===== src/hw/rtl/sdel_pkg.sv =====
`default_nettype none

package sdel_pkg;

    // Default depth of the held-character window (longest pattern).
    localparam int MAX_PATTERN_DEF = 8;

    // Payload widths fixed by the interface.
    localparam int CHAR_W    = 8;
    localparam int PAT_W     = 64;
    localparam int LEN_W     = 4;
    localparam int CFG_IDX_W = 1;

    // Configuration register indexes.
    localparam logic [CFG_IDX_W-1:0] REG_PATTERN_CHARS  = 1'd0;
    localparam logic [CFG_IDX_W-1:0] REG_PATTERN_LENGTH = 1'd1;

    // Depth of the queue between the front and the engine (power of two).
    localparam int QUEUE_DEPTH = 2;

    // One queued request: a text character and its end-of-text mark.
    typedef struct packed {
        logic [CHAR_W-1:0] text_char;
        logic              is_final;
    } sdel_item_t;

    typedef enum logic [1:0] {
        ST_TAKE,
        ST_SCAN,
        ST_FLUSH
    } sdel_state_t;

endpackage

`default_nettype wire


===== src/hw/rtl/substring_delete_stream.sv =====
// Channel     | Direction | Request contents
// ------------+-----------+--------------------------------------------------
// s_ (input)  | slave     | s_tdata[7:0] text_char; s_tlast is_final
// m_ (result) | master    | m_tdata[7:0] kept_char; m_tuser char_valid;
//             |           | m_tlast end_of_text
// cfg_        | write     | index 0 pattern_chars, index 1 pattern_length
//
// The engine takes each character into the held window, then checks the window
// against the pattern prefix and pushes out every character that can no longer
// start a match. A final request then flushes each held character, or gives a bare
// end marker if it released nothing at all. The engine's single sequencer handles
// one request at a time.
// Reset is synchronous and active low; it empties the queue, the held window
// and the output register, and restores the pattern to one zero character.
// Either side may stall freely: the queue and the output register decouple them.
`default_nettype none

module substring_delete_stream #(
    parameter int MAX_PATTERN = sdel_pkg::MAX_PATTERN_DEF
) (
    input  wire logic                            aclk,
    input  wire logic                            aresetn,

    input  wire logic                            s_tvalid,
    output logic                                 s_tready,
    input  wire logic [sdel_pkg::CHAR_W-1:0]     s_tdata,   // [7:0] text_char
    input  wire logic                            s_tlast,

    output logic                                 m_tvalid,
    input  wire logic                            m_tready,
    output logic [sdel_pkg::CHAR_W-1:0]          m_tdata,   // [7:0] kept_char
    output logic                                 m_tuser,   // [0] char_valid
    output logic                                 m_tlast,

    input  wire logic                            cfg_wr_en,
    input  wire logic [sdel_pkg::CFG_IDX_W-1:0]  cfg_index,
    input  wire logic [sdel_pkg::PAT_W-1:0]      cfg_wdata
);

    logic [sdel_pkg::PAT_W-1:0] pattern_chars_reg;
    logic [sdel_pkg::LEN_W-1:0] pattern_length_reg;

    logic                 q_valid;
    sdel_pkg::sdel_item_t q_item;
    logic                 q_pop;

    // Configuration registers. The user must write only while the block is idle, so
    // the engine sees a settled pattern per request; the block does not enforce it.
    always_ff @(posedge aclk) begin
        if (!aresetn) begin
            pattern_chars_reg  <= '0;
            pattern_length_reg <= sdel_pkg::LEN_W'(1);
        end else if (cfg_wr_en) begin
            if (cfg_index == sdel_pkg::REG_PATTERN_CHARS) begin
                pattern_chars_reg <= cfg_wdata;
            end
            if (cfg_index == sdel_pkg::REG_PATTERN_LENGTH) begin
                pattern_length_reg <= cfg_wdata[sdel_pkg::LEN_W-1:0];
            end
        end
    end

    // The front takes requests in and queues them for the engine.
    sdel_front u_front (
        .aclk     (aclk),
        .aresetn  (aresetn),
        .s_tvalid (s_tvalid),
        .s_tready (s_tready),
        .s_tdata  (s_tdata),
        .s_tlast  (s_tlast),
        .q_valid  (q_valid),
        .q_item   (q_item),
        .q_pop    (q_pop)
    );

    // The engine keeps the held window, drops whole matches and drives the
    // result register.
    sdel_engine #(
        .MAX_PATTERN (MAX_PATTERN)
    ) u_engine (
        .aclk       (aclk),
        .aresetn    (aresetn),
        .cfg_chars  (pattern_chars_reg),
        .cfg_length (pattern_length_reg),
        .q_valid    (q_valid),
        .q_item     (q_item),
        .q_pop      (q_pop),
        .m_tvalid   (m_tvalid),
        .m_tready   (m_tready),
        .m_tdata    (m_tdata),
        .m_tuser    (m_tuser),
        .m_tlast    (m_tlast)
    );

endmodule

`default_nettype wire


===== src/hw/rtl/sdel_front.sv =====
`default_nettype none

module sdel_front (
    input  wire logic                      aclk,
    input  wire logic                      aresetn,
    input  wire logic                      s_tvalid,
    output logic                           s_tready,
    input  wire logic [sdel_pkg::CHAR_W-1:0] s_tdata,
    input  wire logic                      s_tlast,
    output logic                           q_valid,
    output sdel_pkg::sdel_item_t           q_item,
    input  wire logic                      q_pop
);

    localparam int QAW = (sdel_pkg::QUEUE_DEPTH > 1) ? $clog2(sdel_pkg::QUEUE_DEPTH) : 1;
    localparam int QCW = $clog2(sdel_pkg::QUEUE_DEPTH + 1);

    sdel_pkg::sdel_item_t slot_reg [sdel_pkg::QUEUE_DEPTH];
    logic [QAW-1:0] wr_ptr_reg, wr_ptr_next;
    logic [QAW-1:0] rd_ptr_reg, rd_ptr_next;
    logic [QCW-1:0] fill_reg, fill_next;
    logic           push;
    logic           pop;

    assign s_tready = (fill_reg != QCW'(sdel_pkg::QUEUE_DEPTH));
    assign q_valid  = (fill_reg != '0);
    assign q_item   = slot_reg[rd_ptr_reg];

    assign push = s_tvalid && s_tready;
    assign pop  = q_pop && q_valid;

    // Pointers wrap naturally as the depth is a power of two.
    always_comb begin
        wr_ptr_next = push ? wr_ptr_reg + QAW'(1) : wr_ptr_reg;
        rd_ptr_next = pop ? rd_ptr_reg + QAW'(1) : rd_ptr_reg;
        fill_next   = fill_reg;
        if (push && !pop) begin
            fill_next = fill_reg + QCW'(1);
        end else if (pop && !push) begin
            fill_next = fill_reg - QCW'(1);
        end
    end

    always_ff @(posedge aclk) begin
        if (!aresetn) begin
            wr_ptr_reg <= '0;
            rd_ptr_reg <= '0;
            fill_reg   <= '0;
        end else begin
            wr_ptr_reg <= wr_ptr_next;
            rd_ptr_reg <= rd_ptr_next;
            fill_reg   <= fill_next;
        end
    end

    always_ff @(posedge aclk) begin
        if (push) begin
            slot_reg[wr_ptr_reg] <= '{text_char: s_tdata, is_final: s_tlast};
        end
    end

endmodule

`default_nettype wire


===== src/hw/rtl/sdel_engine.sv =====
`default_nettype none

module sdel_engine #(
    parameter int MAX_PATTERN = sdel_pkg::MAX_PATTERN_DEF
) (
    input  wire logic                         aclk,
    input  wire logic                         aresetn,
    input  wire logic [sdel_pkg::PAT_W-1:0]   cfg_chars,
    input  wire logic [sdel_pkg::LEN_W-1:0]   cfg_length,
    input  wire logic                         q_valid,
    input  wire sdel_pkg::sdel_item_t         q_item,
    output logic                              q_pop,
    output logic                              m_tvalid,
    input  wire logic                         m_tready,
    output logic [sdel_pkg::CHAR_W-1:0]       m_tdata,
    output logic                              m_tuser,
    output logic                              m_tlast
);

    localparam int CW = $clog2(MAX_PATTERN + 1);

    sdel_pkg::sdel_state_t state_reg, state_next;

    logic [sdel_pkg::CHAR_W-1:0] hold_reg  [MAX_PATTERN];
    logic [sdel_pkg::CHAR_W-1:0] hold_next [MAX_PATTERN];
    logic [CW-1:0] count_reg, count_next;
    logic          fin_reg, fin_next;
    logic          emitted_reg, emitted_next;

    logic                        out_valid_reg;
    logic [sdel_pkg::CHAR_W-1:0] out_char_reg;
    logic                        out_cvalid_reg;
    logic                        out_end_reg;

    logic [CW-1:0]          eff_len;
    logic [CW-1:0]          rem_cnt;
    logic [MAX_PATTERN-1:0] match_cur;
    logic [MAX_PATTERN-1:0] match_nxt;
    logic                   cur_ok;
    logic                   cur_full;
    logic                   rem_full;
    logic                   out_free;

    logic                        emit;
    logic [sdel_pkg::CHAR_W-1:0] emit_char;
    logic                        emit_cvalid;
    logic                        emit_end;

    // Pattern characters beyond the eighth read as zero.
    function automatic logic [sdel_pkg::CHAR_W-1:0] pat_byte(
        input logic [sdel_pkg::PAT_W-1:0] chars,
        input int                         idx
    );
        logic [sdel_pkg::CHAR_W-1:0] b;
        b = '0;
        if (idx < sdel_pkg::PAT_W / sdel_pkg::CHAR_W) begin
            b = chars[idx*sdel_pkg::CHAR_W +: sdel_pkg::CHAR_W];
        end
        return b;
    endfunction

    always_comb begin
        if (cfg_length == '0) begin
            eff_len = CW'(1);
        end else if (32'(cfg_length) > MAX_PATTERN) begin
            eff_len = CW'(MAX_PATTERN);
        end else begin
            eff_len = CW'(cfg_length);
        end
    end

    // Per-position compares of the window as it stands and shifted by one.
    always_comb begin
        match_nxt = '0;
        for (int i = 0; i < MAX_PATTERN; i++) begin
            match_cur[i] = (hold_reg[i] == pat_byte(cfg_chars, i));
        end
        for (int i = 0; i < MAX_PATTERN - 1; i++) begin
            match_nxt[i] = (hold_reg[i+1] == pat_byte(cfg_chars, i));
        end
    end

    assign rem_cnt = count_reg - CW'(1);

    always_comb begin
        cur_ok   = (count_reg <= eff_len);
        rem_full = (count_reg != '0) && (rem_cnt == eff_len);
        for (int i = 0; i < MAX_PATTERN; i++) begin
            if (CW'(i) < count_reg && !match_cur[i]) begin
                cur_ok = 1'b0;
            end
            if (CW'(i) < rem_cnt && !match_nxt[i]) begin
                rem_full = 1'b0;
            end
        end
        cur_full = cur_ok && (count_reg == eff_len);
    end

    assign out_free = !out_valid_reg || m_tready;

    always_comb begin
        state_next   = state_reg;
        count_next   = count_reg;
        fin_next     = fin_reg;
        emitted_next = emitted_reg;
        q_pop        = 1'b0;
        emit         = 1'b0;
        emit_char    = hold_reg[0];
        emit_cvalid  = 1'b1;
        emit_end     = 1'b0;
        for (int i = 0; i < MAX_PATTERN; i++) begin
            hold_next[i] = hold_reg[i];
        end

        unique case (state_reg)
            sdel_pkg::ST_TAKE: begin
                if (q_valid) begin
                    q_pop = 1'b1;
                    for (int i = 0; i < MAX_PATTERN; i++) begin
                        if (CW'(i) == count_reg) begin
                            hold_next[i] = q_item.text_char;
                        end
                    end
                    count_next   = count_reg + CW'(1);
                    fin_next     = q_item.is_final;
                    emitted_next = 1'b0;
                    state_next   = sdel_pkg::ST_SCAN;
                end
            end
            sdel_pkg::ST_SCAN: begin
                if (!cur_ok) begin
                    // Oldest character can no longer start a match.
                    if (out_free) begin
                        emit         = 1'b1;
                        emit_end     = fin_reg && ((count_reg == CW'(1)) || rem_full);
                        count_next   = rem_cnt;
                        emitted_next = 1'b1;
                        for (int i = 0; i < MAX_PATTERN - 1; i++) begin
                            hold_next[i] = hold_reg[i+1];
                        end
                    end
                end else begin
                    count_next = cur_full ? '0 : count_reg;
                    state_next = fin_reg ? sdel_pkg::ST_FLUSH : sdel_pkg::ST_TAKE;
                end
            end
            sdel_pkg::ST_FLUSH: begin
                if (count_reg == '0) begin
                    if (emitted_reg) begin
                        state_next = sdel_pkg::ST_TAKE;
                    end else if (out_free) begin
                        emit        = 1'b1;
                        emit_char   = '0;
                        emit_cvalid = 1'b0;
                        emit_end    = 1'b1;
                        state_next  = sdel_pkg::ST_TAKE;
                    end
                end else if (out_free) begin
                    emit         = 1'b1;
                    emit_end     = (count_reg == CW'(1));
                    count_next   = rem_cnt;
                    emitted_next = 1'b1;
                    for (int i = 0; i < MAX_PATTERN - 1; i++) begin
                        hold_next[i] = hold_reg[i+1];
                    end
                    if (count_reg == CW'(1)) begin
                        state_next = sdel_pkg::ST_TAKE;
                    end
                end
            end
            default: begin
                state_next = sdel_pkg::ST_TAKE;
            end
        endcase
    end

    always_ff @(posedge aclk) begin
        if (!aresetn) begin
            state_reg     <= sdel_pkg::ST_TAKE;
            count_reg     <= '0;
            fin_reg       <= 1'b0;
            emitted_reg   <= 1'b0;
            out_valid_reg <= 1'b0;
        end else begin
            state_reg   <= state_next;
            count_reg   <= count_next;
            fin_reg     <= fin_next;
            emitted_reg <= emitted_next;
            if (emit) begin
                out_valid_reg <= 1'b1;
            end else if (m_tready) begin
                out_valid_reg <= 1'b0;
            end
        end
    end

    always_ff @(posedge aclk) begin
        for (int i = 0; i < MAX_PATTERN; i++) begin
            hold_reg[i] <= hold_next[i];
        end
        if (emit) begin
            out_char_reg   <= emit_char;
            out_cvalid_reg <= emit_cvalid;
            out_end_reg    <= emit_end;
        end
    end

    assign m_tvalid = out_valid_reg;
    assign m_tdata  = out_char_reg;
    assign m_tuser  = out_cvalid_reg;
    assign m_tlast  = out_end_reg;

endmodule

`default_nettype wire


===== config.mk =====
export PLATFORM = sky130hd
export DESIGN_NAME = substring_delete_stream
export DESIGN_NICKNAME = d
export VERILOG_FILES = /design/src/hw/rtl/sdel_pkg.sv /design/src/hw/rtl/substring_delete_stream.sv /design/src/hw/rtl/sdel_front.sv /design/src/hw/rtl/sdel_engine.sv
export SDC_FILE = /design/constraint.sdc
export NUM_CORES = 1
export LEC_CHECK = 0
export ABC_AREA = 1
export BUFFER_PORTS_ARGS = -buffer_cell sky130_fd_sc_hd__buf_2
export CAP_MARGIN = 20
export CORE_MARGIN = 2
export CORE_UTILIZATION = 51
export DETAILED_ROUTE_END_ITERATION = 7
export PLACE_DENSITY = 0.78
export SETUP_SLACK_MARGIN = 0.1
export SLEW_MARGIN = 20
export SYNTH_ARGS = -nofsm -noshare
export SYNTH_HDL_FRONTEND = slang
export SYNTH_SLANG_ARGS = --single-unit

===== constraint.sdc =====
create_clock -name aclk -period 2.6 [get_ports aclk]
set_input_delay 0.26 -clock aclk [delete_from_list [all_inputs] [get_ports aclk]]
set_output_delay 0.26 -clock aclk [all_outputs]
set_load 0.02 [all_outputs]

### Yosys cells after proc, flatten, opt, wreduce, memory -nomap -nowiden

Memories as Yosys holds them, arrays and structs flattened. A register that Yosys moved wholly into a read port is not among the register bits.
Cells that the tools add are included.

| storage, ports and cells | value |
|---|---|
| flip-flop bits (word level) | 91 |
| memory bits (writable) | 82 |
| output and inout port bits | 12 |
| word-level logic and storage cells | 212 |
| memories kept | 2 |

Memory list:

| memory | depth | bits a word | read ports | clocked after memory_dff | write ports | line | RTL |
|---|---|---|---|---|---|---|---|
| u_engine.hold_reg | 8 | 8 | 8 | 0 | 8 | sdel_engine.sv:24 | `logic [sdel_pkg::CHAR_W-1:0] hold_reg [MAX_PATTERN];` |
| u_front.slot_reg | 2 | 9 | 1 | 1 | 1 | sdel_front.sv:18 | `sdel_pkg::sdel_item_t slot_reg [sdel_pkg::QUEUE_DEPTH];` |

| operators by class | value |
|---|---|
| add/sub/neg operators | 6 |
| magnitude comparators | 18 |
| equal/unequal tests | 36 |
| mux-type cells | 77 |
| bitwise operators | 3 |
| reductions and logical operators | 57 |

Operator list:

| operator | number |
|---|---|
| $mux 56 | 3 |
| $pmux 56 s3 | 1 |
| $eq 8x8->1 | 15 |
| $mux 8 | 13 |
| $mux 64 | 1 |
| $mux 1 | 37 |
| $lt 3x4->1 const A | 8 |
| $mux 4 | 7 |
| $logic_and 1x1->1 | 22 |
| $mux 2 | 10 |
| $logic_not 1->1 | 18 |
| $eq 3x4->1 const A | 4 |
| $lt 1x4->1 const A | 4 |
| $lt 2x4->1 const A | 4 |
| $pmux 4 s3 | 1 |
| $ne 3x1->1 const B | 3 |
| $eq 2x4->1 const A | 2 |
| $eq 4x4->1 | 2 |
| $logic_not 4->1 | 2 |
| $ne 2x2->1 const B | 4 |
| $reduce_and 4->1 | 2 |
| $pmux 2 s3 | 1 |
| $reduce_and 2->1 | 3 |
| $reduce_bool 2->1 | 3 |
| other kinds (22) | 27 |

### Depth between registers and ports, before layout

| logic depth | value |
|---|---|
| depth after elaboration | 18 |
| gate-level depth with buffers | 16 |

### Modules after synthesis

A second synthesis with hierarchy kept.

| second synthesis, totals | value |
|---|---|
| cell total of the unflattened synthesis | 1,170 |
| area total of the unflattened synthesis | 9,282.7 µm² |

By module, submodules not included:

| module | times used | cells each | area an instance (µm²) | sequential area each (µm²) |
|---|---|---|---|---|
| sdel_engine | 1 | 673 | 5,492.8 | 2,402.3 |
| substring_delete_stream | 1 | 432 | 2,885.3 | 1,361.3 |
| sdel_front | 1 | 65 | 904.6 | 640.6 |

### Least setup slack after synthesis

OpenSTA, ideal clock, no wires.

| timing | value |
|---|---|
| path type | reg2reg |
| from | register, netlist name u_engine.count_reg[1] |
| to | memory u_engine.hold_reg[1][10] in the netlist's numbering, enable pin |
| setup time | 0.375 ns |
| arrival | 2.066 ns |
| required time | 2.225 ns |
| path slack | 0.158 ns |
| stages on the path, launching flop included | 10 |
| path buffers | 0 |
| clock period less this slack | 2.442 ns |
| path through | dfxtp_1 -> clkinv_1 -> ha_1 -> nand2_1 -> nor2_2 -> inv_2 -> nor2_1 -> nor3_2 -> nand3_1 -> a21oi_1 |

RTL lines:

| item | line |
|---|---|
| end: declaration | sdel_engine.sv:24 |

### Worst setup path in the final report

| timing | value |
|---|---|
| from | register u_engine.count_reg[0] |
| to | register u_engine.out_char_reg (netlist bit u_engine.m_tdata[6]), enable pin |

| on the way | value |
|---|---|
| cells in the longest elaborated chain, start to end | 12 |
| elaborated cells on any way between the ends | 29 |
| those cells by class | order compare: 9; mux: 11; reduce/logical: 9 |

RTL lines:

| item | line | RTL |
|---|---|---|
| start: declaration | sdel_engine.sv:26 | `logic [CW-1:0] count_reg, count_next;` |
| start signal: assignment | sdel_engine.sv:186 | `count_reg <= count_next;` |
| $lt 1x4->1 | sdel_engine.sv:89 | `if (CW'(i) < count_reg && !match_cur[i]) begin` |
| $logic_and 1x1->1 | sdel_engine.sv:89 |  |
| $mux 1 (8 in a row) | sdel_engine.sv:89 |  |
| $mux 1 | sdel_engine.sv:131 | `if (!cur_ok) begin` |
| $pmux 1 s2 * | sdel_engine.sv:115 | `unique case (state_reg)` |
| named net u_engine.emit | sdel_engine.sv:44 | `logic emit;` |
| end signal: assignment | sdel_engine.sv:202 | `out_char_reg <= emit_char;` |
| end: declaration | sdel_engine.sv:31 | `logic [sdel_pkg::CHAR_W-1:0] out_char_reg;` |

Mark *: on every way through the listed nets, which the timed path passes. The rest lies on a longest branch.
A chain may end at the register's enable or synchronous reset.

==> impl_metrics.yaml <==
setup_path:
  critPathKind: "reg2reg"
  cpMostUsedCell: "nand2_1"
  cp_slowest_stage_delay_ns: 0.36
  cp_max_fo: 8
  slowest_stage: "dfxtp_1"
  crit_buf_inv: 3
  cp-end-kind: "flip-flop"
  critPathTopFamily: "simple AND/OR/NAND/NOR gates"
  cp_cell_sequence: "inv_2, ha_1, nand2_1, nor2_2, inv_2, nand2_1, nand3_1, nor2_2, nand2_1, nand3_1, nand2_1, nand2_2, clkinvlp_4"
  worstPathArrival_ns: 2.50
  crit_path_start_kind: "flip-flop"
  crit_required_ns: 2.77
power:
  p_leak_nw: 4.33
  power.total_mw: 10.6
  ir_worst_vdd_mv: 0.558
  power_per_cell_area_mw_per_mm2: 1060
synthesis:
  seq_area_frac_synth_pct: 51.2
  ys.flop_type: "edfxtp_1"
  yosysWarnings: 0
  synth_area_mm2: 0.00861
  synth.most_common_cell: "nand2_1"
  avgSynthCellArea_um2: 8.49
  post-synth-top-area-fraction_pct: 32.1
  synth-edff-count: 92
  synth_area_leaders: "edfxtp_1, dfxtp_1, nand2_1"
  synth_fp_nets: 1107
  async_flop_share_pct: 0
  synth_common_cells: "nand2_1, nor2_1, edfxtp_1"
  synth.largest_area_cell: "edfxtp_1"
  synthDistinctLibCells: 33
  ys_ff_latch: 174
  synthCells: 1014
drt:
  wirelength_mm: 19.8
  routedWlPerCell_um: 14.6
  first_pass_iters: 5
  vias: 6860
  first_iter_violations: 465
  drcViolationCount: 0
  via_per_inst: 5.07
  ant_nets: 0
grt:
  antenna_found_initial: 0
  grt_use_total_pct: 23.0
  grt_pass1_wl_mm: 32.3
  grt_max_degree: 57
  gr-total-overflow: 0
  grt_pass1_vias: 6577
cts:
  htreeDepth: 4
  cts-root-buf: "clkbuf_16"
  cts_buffers: 17
  clkLatencyLatePin_ns: 0.44
  postCtsSetupBuffers: 0
  cts.clk_slew.worst_paths_ns: 0.07
  cts.sinks: 174
  clockBufferDepth: 2
  tritoncts: "yes"
floorplanning:
  io_pins: 91
  start_util_pct: 52.1
  die_h_um: 134
  core_mm2: 0.0165
  dieArea_mm2: 0.0179
  core.rowCount: 47
  die_x_um: 134
cells_and_area:
  register_area_mm2: 0.00440
  finalInstanceArea_mm2: 0.0101
  fill_cells: 1434
  final_nets: 1213
  syn_to_final_growth_pct: 16.9
  multi_input_area_mm2: 0.00384
  drive_gt1_share_pct: 15.6
  antenna_cells: 0
timing:
  final-setup-viol-count: 0
  worstMarginPinSlew_ns: 0.829
  hold_viol_final: 0
  setup-tns-final_ns: 0
  rsz0062_at_grt: "yes"
  min_period_ns: 2.33
  final_max_slew_viol_count: 0
  finClkSkew_ns: 0.00925
  max_slew_margin_pct: 44.6
  fmax_mhz: 430
  fin_crit_sh_pct: 89.5
place:
  routabilityCongestion: 0.938
  placed_area_mm2: 0.00936
  dpl.hpwl_mm: 14.1
  port_buffers: 90
worst_hold_path:
  hold_path_class: "in2reg"
status:
  status: "finished clean"
job:
  drv_cap: 0
layout by cell type, fill, tap and decap left out, drive strengths merged, types with 4 or more instances in the layout:
master,instances
dlygate4sd3,8
clkbuf,17
nor2,192
ha,14
inv,75
clkinv,4
nand2,248
a21oi,36
edfxtp,92
nor3,8
xor2,25
o21ai,88
nand3,22
dfxtp,82
buf,109
xnor2,86
mux2,8
nand4,7
per-stage QoR:
step | std cells | util (%) | hold slack, ns | setup slack (ns)
floorplan | 1014 | - | 0.359 | 0.158
global placement | 1312 | 56.6 | 0.428 | 0.221
detailed placement | 1312 | 56.6 | 0.444 | 0.117
CTS | 1351 | 60.7 | 0.00380 | 0.198
global route | 1353 | 60.9 | 0.0113 | 0.0729
finish | 1353 | 60.9 | 0.0208 | 0.273
kinds of logic after synthesis:
group	after synthesis	share of synthesized area [%]
buffers and inverters	98	4.48
xor gates and xnor gates	111	11.3
adders and majority gates	14	2.04
and+or+nand+nor	481	22.4
DFF	174	51.2
muxes	8	1.05
AOI/OAI and AO/OA	128	7.56
cell type report:
| cell class | count | area share, % |
|---|---|---|
| multi-input combinational | 742 | 38.2 |
| clock buffer | 17 | 4.23 |
| sequential | 174 | 43.8 |
| timing repair inverter | 1 | 0.0746 |
| tap | 220 | 2.74 |
| timing repair buffer | 117 | 6.82 |
| clock inverter | 15 | 1.63 |
| inverter | 67 | 2.56 |
path summary, 6_finish.rpt:
path                            cells after the start                endpoint                   from  slack [ns]
worst min-delay path                                1  u_front.slot_reg[1][7]             s_tdata[6]        0.02
worst max-delay path                               13     u_engine.m_tdata[6]  u_engine.count_reg[0]        0.27
worst max register to register                     13     u_engine.m_tdata[6]  u_engine.count_reg[0]        0.27
worst min register to register                      1      u_front.rd_ptr_reg     u_front.rd_ptr_reg        0.45
per-layer routing:
layer  global-route usage [%]  vias to the layer above  wire length, µm
li1                         -                     3486                -
met5                        0                        -                0
met2                     38.0                      221             9400
met3                     5.90                       35             1240
met1                     29.9                     3118             8840
met4                     7.21                        0              338
power breakdown:
group / total (mW) / switching (mW) / internal [mW] / leakage, nW
clock network: 2.53 / 1.16 / 1.37 / 0.289
logic: 3.58 / 2.16 / 1.42 / 2.50
registers: 4.53 / 0.673 / 3.86 / 1.53
total: 10.6 / 3.99 / 6.65 / 4.33
timing repair:
item                                    in CTS  in global routing
endpoints found under the hold margin       14                  2
gates cloned                                 0                  1
hold buffers                                 7                  1
pin swaps                                    0                  0
resized for setup                            1                  6
endpoints found under the setup margin      16                 72
worst register-to-register path: stages, from the launching register on:
cell        delay, ns
dfxtp_1          0.36
inv_2            0.16
ha_1             0.26
nand2_1          0.11
nor2_2           0.19
inv_2            0.08
nand2_1          0.07
nand3_1          0.08
nor2_2           0.14
nand2_1          0.11
nand3_1          0.08
nand2_1          0.06
nand2_2          0.14
clkinvlp_4       0.20
No activity file was read; power rests on OpenSTA's default activity.
